### src/hw/rtl/bdclp_pkg.sv
`timescale 1ns / 1ps
// ----------------------------------------------------------------------------
// bdclp_pkg
// Shared types and constants of the button debouncer with click and
// long-press detection.
// ----------------------------------------------------------------------------
package bdclp_pkg;

    localparam int unsigned NUM_BUTTONS_DEF  = 7;
    localparam int unsigned DEBOUNCE_W       = 10;
    localparam int unsigned LONG_W           = 16;
    localparam int unsigned TIME_W           = 32;
    localparam int unsigned APB_ADDR_W       = 3;
    localparam int unsigned APB_DATA_W       = 32;

    localparam logic [DEBOUNCE_W-1:0] DEBOUNCE_RESET = DEBOUNCE_W'(10);
    localparam logic [LONG_W-1:0]     LONG_RESET     = LONG_W'(500);

    // register index, taken from paddr[2]
    typedef enum logic
    {
        REG_DEBOUNCE = 1'b0,
        REG_LONG     = 1'b1
    } reg_idx_t;

    typedef struct packed
    {
        logic [DEBOUNCE_W-1:0] debounce_ms;
        logic [LONG_W-1:0]     long_press_ms;
    } cfg_t;

    // what one lane found for one transaction
    typedef struct packed
    {
        logic rise;
        logic fall;
        logic click;
        logic lstart;
        logic lend;
    } lane_flags_t;

endpackage

### src/hw/rtl/bdclp_lane.sv
`timescale 1ns / 1ps
// ----------------------------------------------------------------------------
// bdclp_lane
// Debouncer and press-length tracker for a single button.
// ----------------------------------------------------------------------------
module bdclp_lane
(
    input  logic                          clk,
    input  logic                          rst_n,
    input  logic                          accept,
    input  bdclp_pkg::cfg_t               cfg,
    input  logic [bdclp_pkg::TIME_W-1:0]  now_ms,
    input  logic                          level,
    output bdclp_pkg::lane_flags_t        flags
);
    import bdclp_pkg::*;

    logic              pressed_reg;
    logic              pressed_next;
    logic              long_rep_reg;
    logic              long_rep_next;
    logic [TIME_W-1:0] last_change_reg;
    logic [TIME_W-1:0] last_change_next;
    logic [TIME_W-1:0] press_start_reg;
    logic [TIME_W-1:0] press_start_next;

    logic [TIME_W-1:0] since_change;
    logic [TIME_W-1:0] held;
    logic              settled;
    logic              held_long;

    // differences wrap modulo 2^32
    assign since_change = now_ms - last_change_reg;
    assign held         = now_ms - press_start_reg;
    assign settled      = since_change >= TIME_W'(cfg.debounce_ms);
    assign held_long    = held >= TIME_W'(cfg.long_press_ms);

    always_comb
    begin
        pressed_next     = pressed_reg;
        long_rep_next    = long_rep_reg;
        last_change_next = last_change_reg;
        press_start_next = press_start_reg;
        flags            = '0;
        if (!pressed_reg)
        begin
            if (level)
            begin
                if (settled)
                begin
                    flags.rise       = 1'b1;
                    pressed_next     = 1'b1;
                    press_start_next = now_ms;
                    last_change_next = now_ms;
                end
            end
            else
            begin
                last_change_next = now_ms;
            end
        end
        else
        begin
            if (!level)
            begin
                if (settled)
                begin
                    flags.fall       = 1'b1;
                    pressed_next     = 1'b0;
                    long_rep_next    = 1'b0;
                    last_change_next = now_ms;
                    flags.lend       = held_long;
                    flags.click      = !held_long;
                end
            end
            else
            begin
                if (held_long && !long_rep_reg)
                begin
                    flags.lstart  = 1'b1;
                    long_rep_next = 1'b1;
                end
                last_change_next = now_ms;
            end
        end
    end

    always_ff @(posedge clk or negedge rst_n)
    begin
        if (!rst_n)
        begin
            pressed_reg     <= 1'b0;
            long_rep_reg    <= 1'b0;
            last_change_reg <= '0;
            press_start_reg <= '0;
        end
        else if (accept)
        begin
            pressed_reg     <= pressed_next;
            long_rep_reg    <= long_rep_next;
            last_change_reg <= last_change_next;
            press_start_reg <= press_start_next;
        end
    end

endmodule

### src/hw/rtl/bdclp_merge.sv
`timescale 1ns / 1ps
// ----------------------------------------------------------------------------
// bdclp_merge
// Packs the lane flags into result masks and holds them in an output
// register backed by a skid stage.
// ----------------------------------------------------------------------------
module bdclp_merge
#(
    parameter int unsigned NUM_BUTTONS = bdclp_pkg::NUM_BUTTONS_DEF
)
(
    input  logic                          clk,
    input  logic                          rst_n,
    input  logic                          accept,
    input  bdclp_pkg::lane_flags_t        lane_flags [NUM_BUTTONS],
    output logic                          in_stall,
    output logic                          out_valid,
    input  logic                          out_stall,
    output logic [NUM_BUTTONS-1:0]        rising_mask,
    output logic [NUM_BUTTONS-1:0]        falling_mask,
    output logic [NUM_BUTTONS-1:0]        click_mask,
    output logic [NUM_BUTTONS-1:0]        long_start_mask,
    output logic [NUM_BUTTONS-1:0]        long_end_mask
);
    import bdclp_pkg::*;

    typedef struct packed
    {
        logic [NUM_BUTTONS-1:0] rise;
        logic [NUM_BUTTONS-1:0] fall;
        logic [NUM_BUTTONS-1:0] click;
        logic [NUM_BUTTONS-1:0] lstart;
        logic [NUM_BUTTONS-1:0] lend;
    } mask_set_t;

    mask_set_t new_masks;
    mask_set_t out_reg;
    mask_set_t out_next;
    mask_set_t skid_reg;
    mask_set_t skid_next;
    logic      out_valid_reg;
    logic      out_valid_next;
    logic      skid_valid_reg;
    logic      skid_valid_next;
    logic      out_free;

    always_comb
    begin
        for (int b = 0; b < NUM_BUTTONS; b++)
        begin
            new_masks.rise[b]   = lane_flags[b].rise;
            new_masks.fall[b]   = lane_flags[b].fall;
            new_masks.click[b]  = lane_flags[b].click;
            new_masks.lstart[b] = lane_flags[b].lstart;
            new_masks.lend[b]   = lane_flags[b].lend;
        end
    end

    assign out_free = !out_valid_reg || !out_stall;

    always_comb
    begin
        out_valid_next  = out_valid_reg;
        skid_valid_next = skid_valid_reg;
        out_next        = out_reg;
        skid_next       = skid_reg;
        if (out_free)
        begin
            if (skid_valid_reg)
            begin
                out_next        = skid_reg;
                out_valid_next  = 1'b1;
                skid_valid_next = 1'b0;
            end
            else
            begin
                out_next       = new_masks;
                out_valid_next = accept;
            end
        end
        else if (accept)
        begin
            // output held, park the transaction in the skid stage
            skid_next       = new_masks;
            skid_valid_next = 1'b1;
        end
    end

    always_ff @(posedge clk or negedge rst_n)
    begin
        if (!rst_n)
        begin
            out_valid_reg  <= 1'b0;
            skid_valid_reg <= 1'b0;
        end
        else
        begin
            out_valid_reg  <= out_valid_next;
            skid_valid_reg <= skid_valid_next;
        end
    end

    always_ff @(posedge clk)
    begin
        out_reg  <= out_next;
        skid_reg <= skid_next;
    end

    assign in_stall        = skid_valid_reg;
    assign out_valid       = out_valid_reg;
    assign rising_mask     = out_reg.rise;
    assign falling_mask    = out_reg.fall;
    assign click_mask      = out_reg.click;
    assign long_start_mask = out_reg.lstart;
    assign long_end_mask   = out_reg.lend;

endmodule

### src/hw/rtl/button_debounce_click_long_press.sv
`timescale 1ns / 1ps
// ----------------------------------------------------------------------------
// button_debounce_click_long_press
// Per-button debouncer with rising/falling edge, click and long-press events.
// ----------------------------------------------------------------------------
// One sample (timestamp plus one raw level per button) is taken every clock
// cycle while in_stall is low; its result is registered. Each button has its
// own lane, which compares the wrapped time since its last matching sample
// against debounce_ms and the hold time against long_press_ms and updates its
// state in the cycle the sample is accepted; that one subtract-and-compare per
// lane sets the rate. An output register with a skid stage behind it keeps
// samples flowing while a result waits. There is no clearing pass after reset.
// Registers: debounce_ms at byte address 0, long_press_ms at byte address 4.
module button_debounce_click_long_press
#(
    parameter int unsigned NUM_BUTTONS = bdclp_pkg::NUM_BUTTONS_DEF
)
(
    input  logic                              clk,
    input  logic                              rst_n,
    input  logic                              psel,
    input  logic                              penable,
    input  logic                              pwrite,
    input  logic [bdclp_pkg::APB_ADDR_W-1:0]  paddr,
    input  logic [bdclp_pkg::APB_DATA_W-1:0]  pwdata,
    output logic [bdclp_pkg::APB_DATA_W-1:0]  prdata,
    output logic                              pready,
    input  logic                              in_valid,
    output logic                              in_stall,
    input  logic [bdclp_pkg::TIME_W-1:0]      now_ms,
    input  logic [NUM_BUTTONS-1:0]            levels,
    output logic                              out_valid,
    input  logic                              out_stall,
    output logic [NUM_BUTTONS-1:0]            rising_mask,
    output logic [NUM_BUTTONS-1:0]            falling_mask,
    output logic [NUM_BUTTONS-1:0]            click_mask,
    output logic [NUM_BUTTONS-1:0]            long_start_mask,
    output logic [NUM_BUTTONS-1:0]            long_end_mask
);
    import bdclp_pkg::*;

    cfg_t        cfg_reg;
    cfg_t        cfg_next;
    reg_idx_t    reg_idx;
    logic        wr_en;
    logic        accept;
    lane_flags_t lane_flags [NUM_BUTTONS];

    assign pready  = 1'b1;
    assign reg_idx = reg_idx_t'(paddr[2]);
    assign wr_en   = psel && penable && pwrite && pready;

    always_comb
    begin
        cfg_next = cfg_reg;
        prdata   = '0;
        unique case (reg_idx)
            REG_DEBOUNCE:
            begin
                prdata = APB_DATA_W'(cfg_reg.debounce_ms);
                if (wr_en)
                begin
                    cfg_next.debounce_ms = pwdata[DEBOUNCE_W-1:0];
                end
            end
            REG_LONG:
            begin
                prdata = APB_DATA_W'(cfg_reg.long_press_ms);
                if (wr_en)
                begin
                    cfg_next.long_press_ms = pwdata[LONG_W-1:0];
                end
            end
            default:
            begin
                prdata = '0;
            end
        endcase
    end

    always_ff @(posedge clk or negedge rst_n)
    begin
        if (!rst_n)
        begin
            cfg_reg.debounce_ms   <= DEBOUNCE_RESET;
            cfg_reg.long_press_ms <= LONG_RESET;
        end
        else
        begin
            cfg_reg <= cfg_next;
        end
    end

    assign accept = in_valid && !in_stall;

    for (genvar b = 0; b < NUM_BUTTONS; b++)
    begin : g_lane
        bdclp_lane u_lane
        (
            .clk    (clk),
            .rst_n  (rst_n),
            .accept (accept),
            .cfg    (cfg_reg),
            .now_ms (now_ms),
            .level  (levels[b]),
            .flags  (lane_flags[b])
        );
    end

    bdclp_merge #(.NUM_BUTTONS(NUM_BUTTONS)) u_merge
    (
        .clk             (clk),
        .rst_n           (rst_n),
        .accept          (accept),
        .lane_flags      (lane_flags),
        .in_stall        (in_stall),
        .out_valid       (out_valid),
        .out_stall       (out_stall),
        .rising_mask     (rising_mask),
        .falling_mask    (falling_mask),
        .click_mask      (click_mask),
        .long_start_mask (long_start_mask),
        .long_end_mask   (long_end_mask)
    );

endmodule

### config.mk
export PLATFORM = sky130hd
export DESIGN_NAME = button_debounce_click_long_press
export DESIGN_NICKNAME = d
export VERILOG_FILES = /design/src/hw/rtl/bdclp_pkg.sv /design/src/hw/rtl/bdclp_lane.sv /design/src/hw/rtl/bdclp_merge.sv /design/src/hw/rtl/button_debounce_click_long_press.sv
export SDC_FILE = /design/constraint.sdc
export NUM_CORES = 2
export LEC_CHECK = 0
export BUFFER_PORTS_ARGS = -buffer_cell sky130_fd_sc_hd__buf_2
export CAP_MARGIN = 20
export CORE_UTILIZATION = 60
export DETAILED_ROUTE_END_ITERATION = 12
export PLACE_DENSITY = 0.86
export SYNTH_ARGS = -nofsm -noshare
export SYNTH_HDL_FRONTEND = slang
export SYNTH_SLANG_ARGS = --single-unit
export TNS_END_PERCENT = 30
### constraint.sdc
create_clock -name clk -period 8.6 [get_ports clk]
set_input_delay 0 -clock clk [delete_from_list [all_inputs] [get_ports clk]]
set_output_delay 0 -clock clk [all_outputs]
set_load 0.02 [all_outputs]
==> flow_summary.yaml <==
timing:
  slew_viol_final: 0
  setup_tns_ns: 0
  slew_headroom_pct: 24.8
  hold_viol_final: 2
  worst_slew_pin_slew_ns: 1.13
  finalCriticalPeriod_ns: 7.12
  worst_hold_slack_ns: -0.0124
  skew_ns: 0.0278
  max_freq_ghz: 0.140
  period_share_pct: 82.8
  grt_setup_unrepaired: "no"
  final-setup-viol-count: 0
clock_tree:
  cts_resized: 0
  cts_htree_levels: 3
  post_cts_buffers: 0
  cts_made_buffers: 71
  postCtsHoldBufs: 47
  cts_tree: "yes"
  cts_buffer_depth: 3
  path_clk_slew_ns: 0.06
  cts.sinks: 560
  clockRootBuffer: "clkbuf_16"
  clock_latency_ns: 0.66
worst_setup_path:
  crit_required_ns: 9.12
  cp_num_buf_inv: 3
  cp_top_family: "compound AO/OA/AOI/OAI gates"
  crit_chain: "dlygate4sd3_1 -> buf_2 -> inv_1 -> ha_1 -> nor2b_1 -> o31a_1 -> o21a_1 -> o21ai_0 -> nand2b_1 -> a21oi_1 -> o21bai_1 -> a21oi_1 -> xnor2_1 -> ha_1 -> a2111oi_0 -> o2111ai_1 -> a2111oi_0 -> o211ai_1 -> or4_1 -> nor4bb_1 -> nand4_1 -> nand3_2 -> mux2_2"
  cp-end-kind: "register"
  slowest_stage: "nand3_2"
  cpPeakStageDelay_ns: 0.87
  critical_path.max_fanout: 32
  crit_type: "input pin to register"
  cp_data_arrival_time_ns: 7.64
  start_kind: "input pin"
logic_synthesis:
  synth_area_per_cell_um2: 8.69
  synthCells: 6147
  yosys.area_share.simple_pct: 15.4
  synth_top_family_by_area: "compound AO/OA/AOI/OAI gates"
  ys.flop_type: "dfrtp_1"
  synth_fa_ha_area_share_pct: 15.0
  syn_area_um2: 53400
  synth.distinct_cells: 96
  yosysWarnings: 0
  synth_mux_area_share_pct: 11.3
  synth_edf_count: 70
  synthArstFlopShare_pct: 87.5
  ys_ff_latch: 560
  synth_compound_area_share_pct: 20.9
  seq_area_frac_synth_pct: 26.9
  synth_xor_area_share_pct: 4.46
finish:
  postLayoutCellArea_um2: 58100
  seqCellArea_um2: 14400
  area_delta_synth_final_pct: 8.67
  n_fill_cell: 7122
  num-nets-final: 6936
  stdcell_count: 7450
  postLayoutCoreUtil_pct: 65.8
  drive_above_1_share_pct: 13.9
  multi_input_area_um2: 35900
power:
  power_mw: 15.2
  peakVddDrop_mv: 0.193
  leakage_nw: 27.0
  cellPowerDensity_nw_per_um2: 262
global_routing:
  grt_pass1_vias: 46415
  grt_pass1_wl_um: 253000
  antenna_found_initial: 12
  grt_max_degree: 180
  grt.overflow.total: 0
  track_usage_pct: 35.5
routing:
  routed_wl_um: 162000
  firstDrtPassIters: 6
  viasPerCell: 6.49
  ant_nets: 0
  drc_errors: 0
  wire_per_inst_um: 21.8
  drtIter0Drc: 4223
  num_vias: 48380
floorplanning:
  die_y_um: 300
  ioPinCount: 151
  fp.dieW_um: 300
  coreArea_um2: 88200
  std_cell_rows: 109
  dieArea_um2: 90200
  start_util_pct: 60.6
run:
  max_cap_violations: 0
place:
  place.gp.congestion: 0.983
  port_buffers: 115
  post-dp-hpwl_um: 117000
  dp_cells: 7270
  dpl_cell_area_um2: 55100
outcome:
  status: "complete, but fails checks"
  violations: "hold timing"
hold_path:
  hp-class: "input pin to async pin"
-- synthesized netlist by cell type, types with 63 or more instances --
| library cell | count | share of area, % |
|---|---|---|
| nand4_1 | 124 | 1.5 |
| nor2b_1 | 78 | 0.91 |
| o21a_1 | 101 | 1.4 |
| xor2_1 | 103 | 1.7 |
| edfxtp_1 | 70 | 3.9 |
| ha_1 | 616 | 14 |
| xnor2_1 | 169 | 2.8 |
| clkbuf_1 | 197 | 1.4 |
| inv_1 | 576 | 4.0 |
| dfrtp_1 | 482 | 23 |
| nor2_1 | 358 | 2.5 |
| nand2b_1 | 91 | 1.1 |
| nand2_1 | 413 | 2.9 |
| a31oi_1 | 63 | 0.74 |
| a21oi_1 | 475 | 4.4 |
| nand3_1 | 112 | 1.0 |
| nor3_1 | 98 | 0.92 |
| a21o_1 | 201 | 2.8 |
| o21ai_0 | 314 | 2.9 |
| mux2_2 | 448 | 9.4 |
-- report_power, final --
group | switching (mW) | leakage, nW | internal [mW]
Clock | 1.27 | 1.20 | 1.89
Combinational | 4.96 | 19.3 | 3.56
Sequential | 0.297 | 6.44 | 3.25
Total | 6.52 | 27.0 | 8.70
-- cell type report --
class,count,area share [%]
flip-flops and latches,560,24.8
clock buffers,97,3.62
well taps,1165,2.51
clock inverters,32,0.588
inverters,576,3.72
multi-input cells,4774,61.9
repair buffers,242,2.92
diodes,4,0.0172
-- worst register-to-register path, stage by stage, from the launching register on --
cell and delay [ns]:
dfrtp_1 0.40, inv_1 0.09, ha_1 0.22, nor2b_1 0.13, o31a_1 0.28, o21a_1 0.20, o21ai_0 0.15, nand2b_1 0.07
a21oi_1 0.24, o21bai_1 0.10, a21oi_1 0.18, xnor2_1 0.09, ha_1 0.19, a2111oi_0 0.44, o2111ai_1 0.21, a2111oi_0 0.54
o211ai_1 0.18, or4_1 0.49, nor4bb_1 0.35, nand4_1 0.51, nand3_2 0.87, mux2_2 0.44
-- kinds of logic (layout without fill, tap and decap cells) --
group / count (synthesis) / after routing
other cells: 2 / 21
compound gates: 1699 / 1699
xor+xnor: 272 / 272
mux: 534 / 534
simple gates: 1622 / 1622
buf+inv: 828 / 947
fa+ha+maj: 630 / 630
flops: 560 / 560
-- layer usage --
layer  track usage (%)  part of all wire [%]  up-vias
li1                  -                     -    22601
met4              19.6                   6.1        4
met2              55.8                    44     2060
met3              5.82                   8.8      470
met5                 0                 0.017        -
met1              46.5                    41    23245
-- through the flow --
step	worst slack (ns)	hold slack [ns]
after floorplan	3.36	-0.296
after CTS	1.54	0.00498
after global routing	1.02	0.0213
final	1.48	-0.0124
after detailed placement	1.55	0.106
after global placement	1.65	0.0911
-- placed cells by master (no fill, tap or decap), types with 91 or more instances in the layout --
cell | Yosys | routed
xor2_1 | 103 | 103
nor2_1 | 358 | 357
dfrtp_1 | 482 | 482
mux2_2 | 448 | 448
o21ai_0 | 314 | 314
xnor2_1 | 169 | 169
o21a_1 | 101 | 101
nand3_1 | 112 | 111
nand2_1 | 413 | 412
a21oi_1 | 475 | 475
a21o_1 | 201 | 201
nand4_1 | 124 | 124
nor3_1 | 98 | 98
buf_2 | 18 | 114
inv_1 | 576 | 576
nand2b_1 | 91 | 91
ha_1 | 616 | 616
-- worst paths after layout --
| check | endpoint | slack [ns] | from | depth (start not counted) |
|---|---|---|---|---|
| worst max-delay path | g_lane[6].u_lane.press_start_reg[17] | 1.48 | now_ms[0] | 23 |
| worst min-delay path | g_lane[5].u_lane.last_change_reg[26] | -0.01 | rst_n | 2 |
| worst max register to register | g_lane[6].u_lane.press_start_reg[17] | 2.11 | g_lane[6].u_lane.last_change_reg[1] | 21 |
| worst min register to register | g_lane[1].u_lane.press_start_reg[28] | 0.49 | g_lane[1].u_lane.press_start_reg[28] | 1 |
| max in group asynchronous | async pin | 7.05 | rst_n | 3 |
| min in group clk | g_lane[1].u_lane.press_start_reg[14] | 0.05 | now_ms[14] | 2 |
No activity file was read; power rests on OpenSTA's default activity.
